File: config.mk
export PLATFORM = sky130hd
export DESIGN_NAME = stereo_biquad_lowpass_dither_unit
export DESIGN_NICKNAME = d
export VERILOG_FILES = /design/src/rtl/core/sbld_pkg.sv /design/src/rtl/core/sbld_seq.sv /design/src/rtl/core/sbld_dp.sv /design/src/rtl/core/stereo_biquad_lowpass_dither_unit.sv
export SDC_FILE = /design/constraint.sdc
export NUM_CORES = 2
export LEC_CHECK = 0
export BUFFER_PORTS_ARGS = -buffer_cell sky130_fd_sc_hd__buf_2
export CAP_MARGIN = 10
export CORE_MARGIN = 2
export CORE_UTILIZATION = 45
export CTS_CLUSTER_DIAMETER = 60
export DETAILED_ROUTE_END_ITERATION = 7
export GPL_TIMING_DRIVEN = 0
export SYNTH_ARGS = -nofsm -noshare
export SYNTH_HDL_FRONTEND = slang
export SYNTH_SLANG_ARGS = --single-unit
export TNS_END_PERCENT = 50
File: constraint.sdc
create_clock -name clk_i -period 20.8 [get_ports clk_i]
set_input_delay 1.04 -clock clk_i [delete_from_list [all_inputs] [get_ports clk_i]]
set_output_delay 1.04 -clock clk_i [all_outputs]
set_load 0.02 [all_outputs]
File: src/rtl/core/sbld_pkg.sv
// Shared types, constants and helper functions of the stereo biquad lowpass with dither.
package sbld_pkg;

  // Fixed datapath widths
  localparam int ST_W   = 56;  // filter state and product saturation width
  localparam int WIDE_W = 64;  // working width of sums before saturation
  localparam int COEF_W = 32;  // coefficient width
  localparam int SEED_W = 32;  // noise generator width
  localparam int SH_W   = 5;   // dither shift width

  // Configuration port
  localparam int CFG_IDX_W  = 3;
  localparam int CFG_DATA_W = 32;

  typedef enum logic [CFG_IDX_W-1:0] {
    REG_COEF_A0      = 3'd0,
    REG_COEF_B1      = 3'd1,
    REG_COEF_B2      = 3'd2,
    REG_DITHER_EN    = 3'd3,
    REG_DITHER_SHIFT = 3'd4
  } cfg_reg_e;

  // Register reset values
  localparam logic signed [COEF_W-1:0] A0_RST    = 32'sd241484536;
  localparam logic signed [COEF_W-1:0] B1_RST    = 32'sd480257875;
  localparam logic signed [COEF_W-1:0] B2_RST    = 32'sd217244815;
  localparam logic [SH_W-1:0]          SHIFT_RST = 5'd24;

  // Generator seeds and noise offset
  localparam logic [SEED_W-1:0]        SEED_LEFT  = 32'h2545_F491;
  localparam logic [SEED_W-1:0]        SEED_RIGHT = 32'h9E37_79B9;
  localparam logic signed [SEED_W:0]   NOISE_OFS  = 33'sh0_7FFF_FFFF;

  // Saturation bounds of the state width, held at the working width
  localparam logic signed [WIDE_W-1:0] ST_MAX = 64'sh007F_FFFF_FFFF_FFFF;
  localparam logic signed [WIDE_W-1:0] ST_MIN = 64'shFF80_0000_0000_0000;

  // Channel select
  localparam logic CH_L = 1'b0;
  localparam logic CH_R = 1'b1;

  // Microprogram
  localparam int PROG_LEN = 22;
  localparam int PC_W     = $clog2(PROG_LEN);
  typedef logic [PC_W-1:0] pc_t;

  typedef enum logic [3:0] {
    OP_NOP,
    OP_LOAD,
    OP_MUL_XA,
    OP_SAT_PA,
    OP_ADD_T,
    OP_ROUND_Y,
    OP_MUL_YB1,
    OP_S1_PRE,
    OP_S1_FIN,
    OP_MUL_YB2,
    OP_S2_FIN,
    OP_DITHER,
    OP_EMIT
  } op_e;

  typedef enum logic [1:0] {
    W_NONE,
    W_IN,
    W_OUT
  } wait_e;

  // One control word of the program
  typedef struct packed {
    op_e   op;
    logic  ch;
    logic  seed_en;
    wait_e wt;
    logic  jump;
    pc_t   target;
  } ucode_t;

  // Control from the sequencer to the datapath
  typedef struct packed {
    logic fire;
    op_e  op;
    logic ch;
    logic seed_en;
  } ctl_t;

  // Configuration registers as seen by the datapath
  typedef struct packed {
    logic signed [COEF_W-1:0] a0;
    logic signed [COEF_W-1:0] b1;
    logic signed [COEF_W-1:0] b2;
    logic                     dith_en;
    logic [SH_W-1:0]          dith_sh;
  } cfg_t;

  // Clamp a working-width value to the state width
  function automatic logic signed [ST_W-1:0] sat_st(input logic signed [WIDE_W-1:0] v);
    logic signed [ST_W-1:0] r;
    if (v > ST_MAX) begin
      r = ST_MAX[ST_W-1:0];
    end else if (v < ST_MIN) begin
      r = ST_MIN[ST_W-1:0];
    end else begin
      r = v[ST_W-1:0];
    end
    return r;
  endfunction

  // xorshift32 with shifts 13, 17, 5
  function automatic logic [SEED_W-1:0] xorshift(input logic [SEED_W-1:0] s);
    logic [SEED_W-1:0] x;
    x = s;
    x = x ^ (x << 13);
    x = x ^ (x >> 17);
    x = x ^ (x << 5);
    return x;
  endfunction

endpackage

File: src/rtl/core/sbld_seq.sv
// Microcode sequencer: step counter, program ROM and wait/jump control.
module sbld_seq import sbld_pkg::*; (
  input  logic clk_i,
  input  logic rst_ni,
  input  logic in_valid_i,
  input  logic out_busy_i,
  output logic in_ready_o,
  output ctl_t ctl_o
);

  pc_t    pc_q, pc_d;
  ucode_t word;
  logic   hold;

  function automatic ucode_t mk(input op_e op, input logic ch, input logic seed_en,
                                input wait_e wt, input logic jump, input pc_t target);
    ucode_t u;
    u.op      = op;
    u.ch      = ch;
    u.seed_en = seed_en;
    u.wt      = wt;
    u.jump    = jump;
    u.target  = target;
    return u;
  endfunction

  // Program ROM: load, left channel, right channel, emit
  function automatic ucode_t rom(input pc_t pc);
    ucode_t u;
    unique case (pc)
      PC_W'(0):  u = mk(OP_LOAD,    CH_L, 1'b0, W_IN,   1'b0, '0);
      PC_W'(1):  u = mk(OP_MUL_XA,  CH_L, 1'b1, W_NONE, 1'b0, '0);
      PC_W'(2):  u = mk(OP_SAT_PA,  CH_L, 1'b0, W_NONE, 1'b0, '0);
      PC_W'(3):  u = mk(OP_ADD_T,   CH_L, 1'b0, W_NONE, 1'b0, '0);
      PC_W'(4):  u = mk(OP_ROUND_Y, CH_L, 1'b0, W_NONE, 1'b0, '0);
      PC_W'(5):  u = mk(OP_MUL_YB1, CH_L, 1'b0, W_NONE, 1'b0, '0);
      PC_W'(6):  u = mk(OP_S1_PRE,  CH_L, 1'b0, W_NONE, 1'b0, '0);
      PC_W'(7):  u = mk(OP_S1_FIN,  CH_L, 1'b0, W_NONE, 1'b0, '0);
      PC_W'(8):  u = mk(OP_MUL_YB2, CH_L, 1'b0, W_NONE, 1'b0, '0);
      PC_W'(9):  u = mk(OP_S2_FIN,  CH_L, 1'b0, W_NONE, 1'b0, '0);
      PC_W'(10): u = mk(OP_DITHER,  CH_L, 1'b0, W_NONE, 1'b0, '0);
      PC_W'(11): u = mk(OP_MUL_XA,  CH_R, 1'b1, W_NONE, 1'b0, '0);
      PC_W'(12): u = mk(OP_SAT_PA,  CH_R, 1'b0, W_NONE, 1'b0, '0);
      PC_W'(13): u = mk(OP_ADD_T,   CH_R, 1'b0, W_NONE, 1'b0, '0);
      PC_W'(14): u = mk(OP_ROUND_Y, CH_R, 1'b0, W_NONE, 1'b0, '0);
      PC_W'(15): u = mk(OP_MUL_YB1, CH_R, 1'b0, W_NONE, 1'b0, '0);
      PC_W'(16): u = mk(OP_S1_PRE,  CH_R, 1'b0, W_NONE, 1'b0, '0);
      PC_W'(17): u = mk(OP_S1_FIN,  CH_R, 1'b0, W_NONE, 1'b0, '0);
      PC_W'(18): u = mk(OP_MUL_YB2, CH_R, 1'b0, W_NONE, 1'b0, '0);
      PC_W'(19): u = mk(OP_S2_FIN,  CH_R, 1'b0, W_NONE, 1'b0, '0);
      PC_W'(20): u = mk(OP_DITHER,  CH_R, 1'b0, W_NONE, 1'b0, '0);
      PC_W'(21): u = mk(OP_EMIT,    CH_L, 1'b0, W_OUT,  1'b1, '0);
      default:   u = mk(OP_NOP,     CH_L, 1'b0, W_NONE, 1'b1, '0);
    endcase
    return u;
  endfunction

  assign word = rom(pc_q);

  // Hold the step while its wait condition is open
  always_comb begin
    hold = ((word.wt == W_IN) && !in_valid_i) || ((word.wt == W_OUT) && out_busy_i);
  end

  // Next step
  always_comb begin
    if (hold) begin
      pc_d = pc_q;
    end else if (word.jump) begin
      pc_d = word.target;
    end else begin
      pc_d = pc_q + PC_W'(1);
    end
  end

  // Control outputs
  always_comb begin
    ctl_o.fire    = !hold;
    ctl_o.op      = word.op;
    ctl_o.ch      = word.ch;
    ctl_o.seed_en = word.seed_en;
    in_ready_o    = (word.wt == W_IN);
  end

  always_ff @(posedge clk_i or negedge rst_ni) begin
    if (!rst_ni) begin
      pc_q <= '0;
    end else begin
      pc_q <= pc_d;
    end
  end

`ifndef SYNTH
  // Step counter stays inside the program
  a_pc_range: assert property (@(posedge clk_i) disable iff (!rst_ni)
    pc_q < PC_W'(PROG_LEN))
    else $error("step counter outside program");

  // A transfer in moves the program off the load step
  a_leave_load: assert property (@(posedge clk_i) disable iff (!rst_ni)
    (in_ready_o && in_valid_i) |=> !in_ready_o)
    else $error("load step repeated after transfer");
`endif

endmodule

File: src/rtl/core/sbld_dp.sv
// Datapath: shared multiplier, accumulator, filter state, noise generators and output register.
module sbld_dp import sbld_pkg::*; #(
  parameter int SAMPLE_BITS    = 24,
  parameter int COEF_FRAC_BITS = 28
) (
  input  logic                          clk_i,
  input  logic                          rst_ni,
  input  ctl_t                          ctl_i,
  input  cfg_t                          cfg_i,
  input  logic signed [SAMPLE_BITS-1:0] left_sample_i,
  input  logic signed [SAMPLE_BITS-1:0] right_sample_i,
  input  logic                          out_stall_i,
  output logic                          out_valid_o,
  output logic                          out_busy_o,
  output logic signed [SAMPLE_BITS-1:0] left_out_o,
  output logic signed [SAMPLE_BITS-1:0] right_out_o
);

  localparam int PROD_W = SAMPLE_BITS + COEF_W;
  localparam logic signed [WIDE_W-1:0] SMP_MAX =
    signed'((WIDE_W'(1) << (SAMPLE_BITS - 1)) - WIDE_W'(1));
  localparam logic signed [WIDE_W-1:0] SMP_MIN  = -SMP_MAX - WIDE_W'(1);
  localparam logic signed [WIDE_W-1:0] RND_HALF =
    signed'(WIDE_W'(1) << (COEF_FRAC_BITS - 1));

  function automatic logic signed [SAMPLE_BITS-1:0] sat_smp(
    input logic signed [WIDE_W-1:0] v);
    logic signed [SAMPLE_BITS-1:0] r;
    if (v > SMP_MAX) begin
      r = SMP_MAX[SAMPLE_BITS-1:0];
    end else if (v < SMP_MIN) begin
      r = SMP_MIN[SAMPLE_BITS-1:0];
    end else begin
      r = v[SAMPLE_BITS-1:0];
    end
    return r;
  endfunction

  // Payload registers
  logic signed [SAMPLE_BITS-1:0] x_q [2];
  logic signed [SAMPLE_BITS-1:0] res_q [2];
  logic signed [PROD_W-1:0]      prod_q;
  logic signed [WIDE_W-1:0]      acc_q;
  logic signed [ST_W-1:0]        pa_q;
  logic signed [SAMPLE_BITS-1:0] y_q;
  logic signed [SAMPLE_BITS-1:0] left_out_q, right_out_q;

  // Control and filter state
  logic signed [ST_W-1:0] s1_q [2];
  logic signed [ST_W-1:0] s2_q [2];
  logic [SEED_W-1:0]      seed_q [2];
  logic                   out_valid_q, out_valid_d;

  // Combinational datapath
  logic signed [SAMPLE_BITS-1:0] mul_a;
  logic signed [COEF_W-1:0]      mul_b;
  logic signed [PROD_W-1:0]      prod_d;
  logic signed [ST_W-1:0]        prod_sat, pa_dbl, t_sat;
  logic signed [WIDE_W-1:0]      rnd;
  logic signed [SAMPLE_BITS-1:0] y_new, dith_y;
  logic signed [SEED_W:0]        noise, noise_sh;
  logic                          do_emit;

  // Shared multiplier operands
  always_comb begin
    mul_a = (ctl_i.op == OP_MUL_XA) ? x_q[ctl_i.ch] : y_q;
    unique case (ctl_i.op)
      OP_MUL_XA:  mul_b = cfg_i.a0;
      OP_MUL_YB1: mul_b = cfg_i.b1;
      default:    mul_b = cfg_i.b2;
    endcase
    prod_d = PROD_W'(mul_a) * PROD_W'(mul_b);
  end

  // Saturation, rounding and dither
  always_comb begin
    prod_sat = sat_st(WIDE_W'(prod_q));
    pa_dbl   = sat_st(WIDE_W'(pa_q) <<< 1);
    t_sat    = sat_st(acc_q);
    rnd      = (WIDE_W'(t_sat) + RND_HALF) >>> COEF_FRAC_BITS;
    y_new    = sat_smp(rnd);
    noise    = signed'({1'b0, seed_q[ctl_i.ch]}) - NOISE_OFS;
    noise_sh = noise >>> cfg_i.dith_sh;
    dith_y   = cfg_i.dith_en ? sat_smp(WIDE_W'(y_q) + WIDE_W'(noise_sh)) : y_q;
  end

  // Output register handshake
  always_comb begin
    do_emit = ctl_i.fire && (ctl_i.op == OP_EMIT);
    if (do_emit) begin
      out_valid_d = 1'b1;
    end else if (out_valid_q && !out_stall_i) begin
      out_valid_d = 1'b0;
    end else begin
      out_valid_d = out_valid_q;
    end
  end

  // State updates
  always_ff @(posedge clk_i or negedge rst_ni) begin
    if (!rst_ni) begin
      out_valid_q <= 1'b0;
      s1_q[0]     <= '0;
      s1_q[1]     <= '0;
      s2_q[0]     <= '0;
      s2_q[1]     <= '0;
      seed_q[0]   <= SEED_LEFT;
      seed_q[1]   <= SEED_RIGHT;
    end else begin
      out_valid_q <= out_valid_d;
      if (ctl_i.fire && ctl_i.seed_en) begin
        seed_q[ctl_i.ch] <= xorshift(seed_q[ctl_i.ch]);
      end
      if (ctl_i.fire && (ctl_i.op == OP_S1_FIN)) begin
        s1_q[ctl_i.ch] <= sat_st(acc_q - WIDE_W'(prod_sat));
      end
      if (ctl_i.fire && (ctl_i.op == OP_S2_FIN)) begin
        s2_q[ctl_i.ch] <= sat_st(WIDE_W'(pa_q) - WIDE_W'(prod_sat));
      end
    end
  end

  // Payload updates, one operation per step
  always_ff @(posedge clk_i) begin
    if (ctl_i.fire) begin
      unique case (ctl_i.op)
        OP_LOAD: begin
          x_q[0] <= left_sample_i;
          x_q[1] <= right_sample_i;
        end
        OP_MUL_XA, OP_MUL_YB1, OP_MUL_YB2: prod_q <= prod_d;
        OP_SAT_PA:  pa_q <= prod_sat;
        OP_ADD_T:   acc_q <= WIDE_W'(pa_q) + WIDE_W'(s1_q[ctl_i.ch]);
        OP_ROUND_Y: y_q <= y_new;
        OP_S1_PRE:  acc_q <= WIDE_W'(pa_dbl) + WIDE_W'(s2_q[ctl_i.ch]);
        OP_DITHER:  res_q[ctl_i.ch] <= dith_y;
        OP_EMIT: begin
          left_out_q  <= res_q[0];
          right_out_q <= res_q[1];
        end
        default: ;
      endcase
    end
  end

  assign out_valid_o = out_valid_q;
  assign out_busy_o  = out_valid_q && out_stall_i;
  assign left_out_o  = left_out_q;
  assign right_out_o = right_out_q;

`ifndef SYNTH
  // The emit step never overwrites a result still held by the receiver
  a_no_overwrite: assert property (@(posedge clk_i) disable iff (!rst_ni)
    !(do_emit && out_valid_q && out_stall_i))
    else $error("result overwritten while stalled");

  // An emit always presents a result on the next cycle
  a_emit_valid: assert property (@(posedge clk_i) disable iff (!rst_ni)
    do_emit |=> out_valid_q)
    else $error("emit without output valid");
`endif

endmodule

File: src/rtl/core/stereo_biquad_lowpass_dither_unit.sv
// Top level: configuration registers, microcode sequencer and datapath of the stereo lowpass.
//
// Stereo second-order lowpass (transposed direct form II) with optional dither.
// Input channel: in_valid_i / in_stall_o with left_sample_i and right_sample_i;
// a transfer happens on a rising edge with valid high and stall low.
// Output channel: out_valid_o / out_stall_i with left_out_o and right_out_o.
// Configuration: cfg_we_i writes cfg_wdata_i to register cfg_idx_i (a0, b1, b2,
// dither enable, dither shift); other indexes are ignored. Write only while idle.
// The program runs one operation per step through a single shared multiplier,
// ten steps per channel plus load and emit; the result is registered at the emit
// step, and a new input is taken only once the program returns to its load step.
// The next input is taken while a finished result waits in the output register.
// While the receiver stalls, the result holds; the following item computes and
// then waits at the emit step until the output register frees up.
// Reset clears the filter state, loads the generator seeds and the register
// reset values; the block is ready for input on the first cycle after reset.
module stereo_biquad_lowpass_dither_unit import sbld_pkg::*; #(
  parameter int SAMPLE_BITS    = 24,
  parameter int COEF_FRAC_BITS = 28
) (
  input  logic                          clk_i,
  input  logic                          rst_ni,
  input  logic                          in_valid_i,
  output logic                          in_stall_o,
  input  logic signed [SAMPLE_BITS-1:0] left_sample_i,
  input  logic signed [SAMPLE_BITS-1:0] right_sample_i,
  output logic                          out_valid_o,
  input  logic                          out_stall_i,
  output logic signed [SAMPLE_BITS-1:0] left_out_o,
  output logic signed [SAMPLE_BITS-1:0] right_out_o,
  input  logic                          cfg_we_i,
  input  logic [CFG_IDX_W-1:0]          cfg_idx_i,
  input  logic [CFG_DATA_W-1:0]         cfg_wdata_i
);

  cfg_t cfg_q;
  ctl_t ctl;
  logic in_ready;
  logic out_busy;

  // Configuration registers
  always_ff @(posedge clk_i or negedge rst_ni) begin
    if (!rst_ni) begin
      cfg_q.a0      <= A0_RST;
      cfg_q.b1      <= B1_RST;
      cfg_q.b2      <= B2_RST;
      cfg_q.dith_en <= 1'b0;
      cfg_q.dith_sh <= SHIFT_RST;
    end else if (cfg_we_i) begin
      unique case (cfg_idx_i)
        REG_COEF_A0:      cfg_q.a0      <= signed'(cfg_wdata_i[COEF_W-1:0]);
        REG_COEF_B1:      cfg_q.b1      <= signed'(cfg_wdata_i[COEF_W-1:0]);
        REG_COEF_B2:      cfg_q.b2      <= signed'(cfg_wdata_i[COEF_W-1:0]);
        REG_DITHER_EN:    cfg_q.dith_en <= cfg_wdata_i[0];
        REG_DITHER_SHIFT: cfg_q.dith_sh <= cfg_wdata_i[SH_W-1:0];
        default: ;
      endcase
    end
  end

  sbld_seq u_seq (
    .clk_i      (clk_i),
    .rst_ni     (rst_ni),
    .in_valid_i (in_valid_i),
    .out_busy_i (out_busy),
    .in_ready_o (in_ready),
    .ctl_o      (ctl)
  );

  sbld_dp #(
    .SAMPLE_BITS    (SAMPLE_BITS),
    .COEF_FRAC_BITS (COEF_FRAC_BITS)
  ) u_dp (
    .clk_i          (clk_i),
    .rst_ni         (rst_ni),
    .ctl_i          (ctl),
    .cfg_i          (cfg_q),
    .left_sample_i  (left_sample_i),
    .right_sample_i (right_sample_i),
    .out_stall_i    (out_stall_i),
    .out_valid_o    (out_valid_o),
    .out_busy_o     (out_busy),
    .left_out_o     (left_out_o),
    .right_out_o    (right_out_o)
  );

  assign in_stall_o = !in_ready;

endmodule
==> After elaboration in Yosys (flattened, before gate mapping) <==
Memories as Yosys holds them, arrays and structs flattened. A register that Yosys moved wholly into a read port is not among the register bits.
Cells that the tools add are included.
{ "totals": {"reg_bits": 596, "latch_bits": 0, "mem_bits_rw": 96, "romBits": 288, "in_bits": 88, "out_inout_bits": 50, "elab_cells": 141, "memories": 3} }
{ "classes": {"addsub": 8, "n_mul": 1, "div": 0, "n_lt_le_gt_ge": 16, "eq_ne": 18, "shift": 1, "muxes": 44, "bitwise_logic": 5, "n_reduce_logical": 28} }
{ "memory_table": {"columns": ["memory", "words", "width", "rd", "rd_ports_with_merged_regs", "wr", "line", "source"], "rows": [
  ["(no name shown)", 32, 9, 1, 0, 0, "sbld_seq.sv:30", "unique case (pc)"],
  ["u_dp.res_q", 2, 24, 2, 2, 1, "sbld_dp.sv:41", "logic signed [SAMPLE_BITS-1:0] res_q [2];"],
  ["u_dp.x_q", 2, 24, 1, 0, 2, "sbld_dp.sv:40", "logic signed [SAMPLE_BITS-1:0] x_q [2];"]
]} }
{ "ops": {"columns": ["op", "n"], "rows": [
  ["56-bit two-way mux", 19],
  ["112-bit bitwise mux", 2],
  ["64-bit by 56-bit greater-than comparator with 1-bit output (second input constant)", 3],
  ["64-bit by 56-bit < comparator with 1-bit output (second input constant)", 3],
  ["32-bit two-way mux", 4],
  ["64-bit one-hot mux with 2 select lines", 1],
  ["24-bit two-way mux", 5],
  ["56-bit by 56-bit adder with 57-bit output", 2],
  ["64-bit bitwise mux", 1],
  ["64-bit by 24-bit greater-than comparator with 1-bit output (second input constant)", 1],
  ["64-bit by 24-bit < comparator with 1-bit output (second input constant)", 1],
  ["32-bit one-hot mux with 2 select lines", 1],
  ["64-bit by 56-bit subtractor with 64-bit output", 1],
  ["32-bit bitwise XOR", 2],
  ["56-bit by 29-bit adder with 57-bit output (second input constant)", 1],
  ["57-bit by 56-bit greater-than comparator with 1-bit output (second input constant)", 1],
  ["57-bit by 56-bit < comparator with 1-bit output (second input constant)", 1],
  ["56-bit by 56-bit subtractor with 57-bit output", 1],
  ["56-bit demux with 1-bit select", 1],
  ["56-bit greater-than comparator (second input constant)", 1],
  ["56-bit < comparator (second input constant)", 1],
  ["24-bit by 32-bit multiplier with 56-bit output", 1],
  ["24-bit by 33-bit adder with 34-bit output", 1],
  ["33-bit by 5-bit >>> shifter with 33-bit output", 1],
  ["28 further kinds", 65]
]} }

==> Depth between registers and ports, before layout <==
An unclocked memory read counts as a cell.
{ "logic_depth": {"word_depth": 12, "mapped_depth": 42, "ltp_nobuf": 38} }

==> By module <==
A second synthesis with hierarchy kept.
{ "hier_totals": {"hier_cells": 8302, "hier_area_um2": 75940.3} }
{ "by_module_without_submodules": {"columns": ["module", "instances", "cells_per_inst", "area_each_um2", "seq_area_each_um2"], "rows": [
  ["sbld_dp", 1, 8012, 71205.8, 17394.2],
  ["stereo_biquad_lowpass_dither_unit", 1, 221, 4180.3, 2608.8],
  ["sbld_seq", 1, 69, 554.3, 125.1]
]} }

==> Worst setup path after synthesis <==
OpenSTA, ideal clock, no wires.
{ "synth_path": {"kind": "reg2reg", "from": "reg u_seq.pc_q[0]", "to": "reg u_dp.prod_q[52] (data pin)", "setup_time_ns": 0.260, "arrival_ns": 9.560, "required_time_ns": 20.540, "setup_slack_ns": 10.980, "path_stages_with_launch": 34, "n_path_buf": 5, "period_less_slack_ns": 9.820, "cell_sequence": "dfrtp_1 -> clkbuf_1 -> inv_1 -> ha_1 -> a21o_1 -> a211oi_1 -> a31oi_1 -> nand3b_1 -> nor2_1 -> clkbuf_1 -> clkbuf_1 -> a21o_1 -> clkbuf_1 -> nor2_1 -> fa_1 -> fa_1 -> fa_1 -> fa_1 -> fa_1 -> fa_1 -> inv_1 -> fa_1 -> inv_1 -> ha_1 -> clkbuf_1 -> a21o_1 -> a21oi_1 -> o21bai_1 -> a21o_1 -> a221oi_1 -> o21ai_0 -> a21o_1 -> a21oi_1 -> xnor2_1"} }
{ "synth_between": {"elab_chain_cells": 4, "word_cells_on_any_way": 7, "cone_classes": "1 x mul; 2 x eq/ne; 2 x mux; 2 x memory"} }
{ "synth_lines": {"columns": ["element", "line", "source"], "rows": [
  ["from (decl)", "sbld_seq.sv:11", "pc_t pc_q, pc_d;"],
  ["from (signal assigned)", "sbld_seq.sv:89", "pc_q <= pc_d;"],
  ["memory 32 x 9 bit (*)", null, null],
  ["4-bit by 3-bit == test with 1-bit output, or another cell as far along", "sbld_dp.sv:67", "unique case (ctl_i.op)"],
  ["32-bit one-hot mux with 2 select lines / 24-bit two-way mux (equally long branches)", "sbld_dp.sv:67, sbld_dp.sv:66", null],
  ["24-bit by 32-bit multiplier with 56-bit output (*)", "sbld_dp.sv:72", "prod_d = PROD_W'(mul_a) * PROD_W'(mul_b);"],
  ["net u_dp.prod_d[52]", "sbld_dp.sv:57", "logic signed [PROD_W-1:0] prod_d;"],
  ["to (signal assigned)", "sbld_dp.sv:131", "OP_MUL_XA, OP_MUL_YB1, OP_MUL_YB2: prod_q <= prod_d;"],
  ["to (decl)", "sbld_dp.sv:42", "logic signed [PROD_W-1:0] prod_q;"]
]} }
The timed path passes the listed nets; every way through them passes the cells marked *.
A chain may end at the register's enable or synchronous reset.

==> Worst setup path in the final report <==
Ends and elaborated chain as after synthesis.

==> flow_metrics.tcl <==
set metrics [dict create \
    status "finished, final reports clean" \
    globalRouteOverflowTotal 0 \
    core_mm2 0.168 \
    tns_ns 0 \
    max_freq_mhz 66.9 \
    drt_first_pass_iters 6 \
    synth_edf_count 337 \
    maxSlewViolCount 0 \
    cts-resized-gates 0 \
    port_buffers 137 \
    hold_class "input port to asynchronous set/reset pin" \
    clock_latency_ns 0.75 \
    synth_nets 9865 \
    place_ws_ns 6.01 \
    grt_pass1_wl_mm 433 \
    vias_per_cell 5.86 \
    grt_max_degree 115 \
    ys_seq_elements 733 \
    post-route-min-period_ns 14.94 \
    drt-total-wl_mm 295 \
    crit_path_frequent_cell "fa_1" \
    synth_area_leader_cell "fa_1" \
    die_h_um 415 \
    fin_crit_sh_pct 71.8 \
    seq_area_frac_synth_pct 26.4 \
    crit_type "flip-flop to flip-flop" \
    yosys-top-cells-area "fa_1 21%, edfxtp_1 13%, dfrtp_1 10%, ha_1 6.8%, nand2_1 6.6%" \
    drt.antenna.violating_nets 0 \
    vias 65181 \
    remaining_drc_errors 0 \
    cts_tree "done" \
    place.gp.congestion 1.01 \
    final_common_cell "nand2_1" \
    yosysTopAreaCellShare_pct 20.7 \
    ys_warn_count 0 \
    cp-end-kind "flip-flop" \
    start_util_pct 45.4 \
    dp_hpwl_mm 243 \
    cts.sinks 733 \
    final_cell_mix "1343 x nand2_1, 947 x inv_1, 870 x nor2_1" \
    setup_ws_ns 5.86 \
    ff2ff_path_depth 38 \
    ys.flop_type "edfxtp_1" \
    num_io_pins 138 \
    slew_headroom_pct 2.15 \
    syn_area_per_cell_um2 8.88 \
    path_clk_slew_ns 0.06 \
    setup_viol 0 \
    hold_viol 0 \
    wire_per_inst_um 26.6 \
    cts_buffer_depth 3 \
    die_width_um 415 \
    max_cap_violations 0 \
    grt_pass1_vias 63904 \
    synth_cells 8573 \
    cts_buffers 90 \
    final_layout_size_suffix_gt1_share_pct 7.57 \
    fill_cells 16097 \
    antenna_found_initial 11 \
    drtIter0Drc 6946 \
    netlist_area_mm2 0.0761 \
    rsz0062_at_grt "false" \
    cp_max_fo 10 \
    async_flop_share_pct 54.0 \
    area_growth_pct 9.46 \
    post_cts_buffers 0 \
    htreeDepth 3 \
    finalClockSkew_ns 0.0416 \
    clockRootBuffer "clkbuf_16" \
    num_rows 150 \
    cts_hold_buf 0 \
    layout.nets 10124 \
    die-area_mm2 0.172 \
    tightest_slew_ns 1.47 \
    setup.worst_path.start_class "flip-flop" \
    max_stage_delay_ns 1.15 \
    ys_types 100 \
    crit_slowest_cell "o21ai_1" \
    grt_usage_pct 34.3 \
    critPathArrivalTime_ns 15.43 \
    worstPathRequired_ns 21.28 \
]
path summary, 6_finish.rpt:
path / start / end / slack (ns)
min reg2reg: u_dp.res_q[0][10] / left_out_o[10] / 0.41
max in group asynchronous: rst_ni / u_dp.out_valid_o / 18.93
min: rst_ni / cfg_q[98] / 0.26
min in group clk_i: u_dp.res_q[0][10] / left_out_o[10] / 0.41
max: u_seq.pc_q[0] / u_dp.prod_q[52] / 5.86
max reg2reg: u_seq.pc_q[0] / u_dp.prod_q[52] / 5.86
registers in the layout (all words and copies together) (netlist names), 48 cells and up:
| register | count |
|---|---|
| cfg_q | 102 |
| u_dp.acc_q | 57 |
| u_dp.pa_q | 56 |
| u_dp.prod_q | 56 |
| u_dp.res_q | 48 |
| u_dp.s1_q | 112 |
| u_dp.s2_q | 112 |
| u_dp.seed_q | 64 |
| u_dp.x_q | 48 |
logic make-up after synthesis:
| kind of cell | after synthesis | synth area share, % |
|---|---|---|
| DFF | 733 | 26.4 |
| buffers and inverters | 1430 | 7.20 |
| and+or+nand+nor | 2767 | 15.3 |
| muxes | 285 | 4.22 |
| xor gates and xnor gates | 411 | 4.73 |
| AOI/OAI and AO/OA | 1679 | 13.7 |
| adders and majority gates | 1268 | 28.4 |
synthesized netlist by cell type, drive strengths merged, types with 204 or more instances:
master  number
nor2       879
fa         788
inv        950
o21ai      369
clkbuf     387
ha         416
edfxtp     337
xnor2      271
dfrtp      317
nand2     1343
a21oi      623
a21o       204
critical path: cells and delay by family (launching register included):
| kind | cells | cell delay, ns |
|---|---|---|
| fa+ha+maj | 9 | 4.20 |
| xor+xnor | 1 | 0.16 |
| buf+inv | 13 | 4.49 |
| simple gates | 5 | 1.86 |
| compound gates | 9 | 3.10 |
| mux | 1 | 0.42 |
| flops | 1 | 0.39 |
per-layer routing:
metal  vias up  share of wire [%]  GRT usage [%]  wire length [µm]
met5         -             0.0024              0                 7
met4         2                4.7           14.0             13900
met3       524                 11           8.09             31400
met2      3196                 41           48.1            120000
met1     32604                 44           50.5            130000
li1      28855                  -              -                 -
metrics by stage:
step                      cell area (µm²)  hold WS [ns]  std cells  utilization (%)
after floorplan                     76100         0.400       8573                -
after global placement              79600         0.401      10914             47.5
after detailed placement            80000         0.405      10939             47.7
after CTS                           83200         0.280      11104             49.7
after global routing                83300         0.323      11109             49.7
final                               83300         0.263      11115             49.7
final cells by class:
| cell class | instances | area, µm² | area share, % |
|---|---|---|---|
| inverters | 955 | 3580 | 4.30 |
| clock buffers | 107 | 2420 | 2.90 |
| repair buffers | 167 | 1140 | 1.37 |
| flip-flops and latches | 733 | 20100 | 24.2 |
| clock inverters | 58 | 803 | 0.964 |
| diodes | 6 | 15.0 | 0.0180 |
| plain buffers | 475 | 1900 | 2.28 |
| well taps | 2204 | 2760 | 3.31 |
| multi-input cells | 6410 | 50600 | 60.7 |
Power is left out: the tool's default activity adds up to more than one toggle a clock period on the data nets, which glitch-free logic cannot reach.
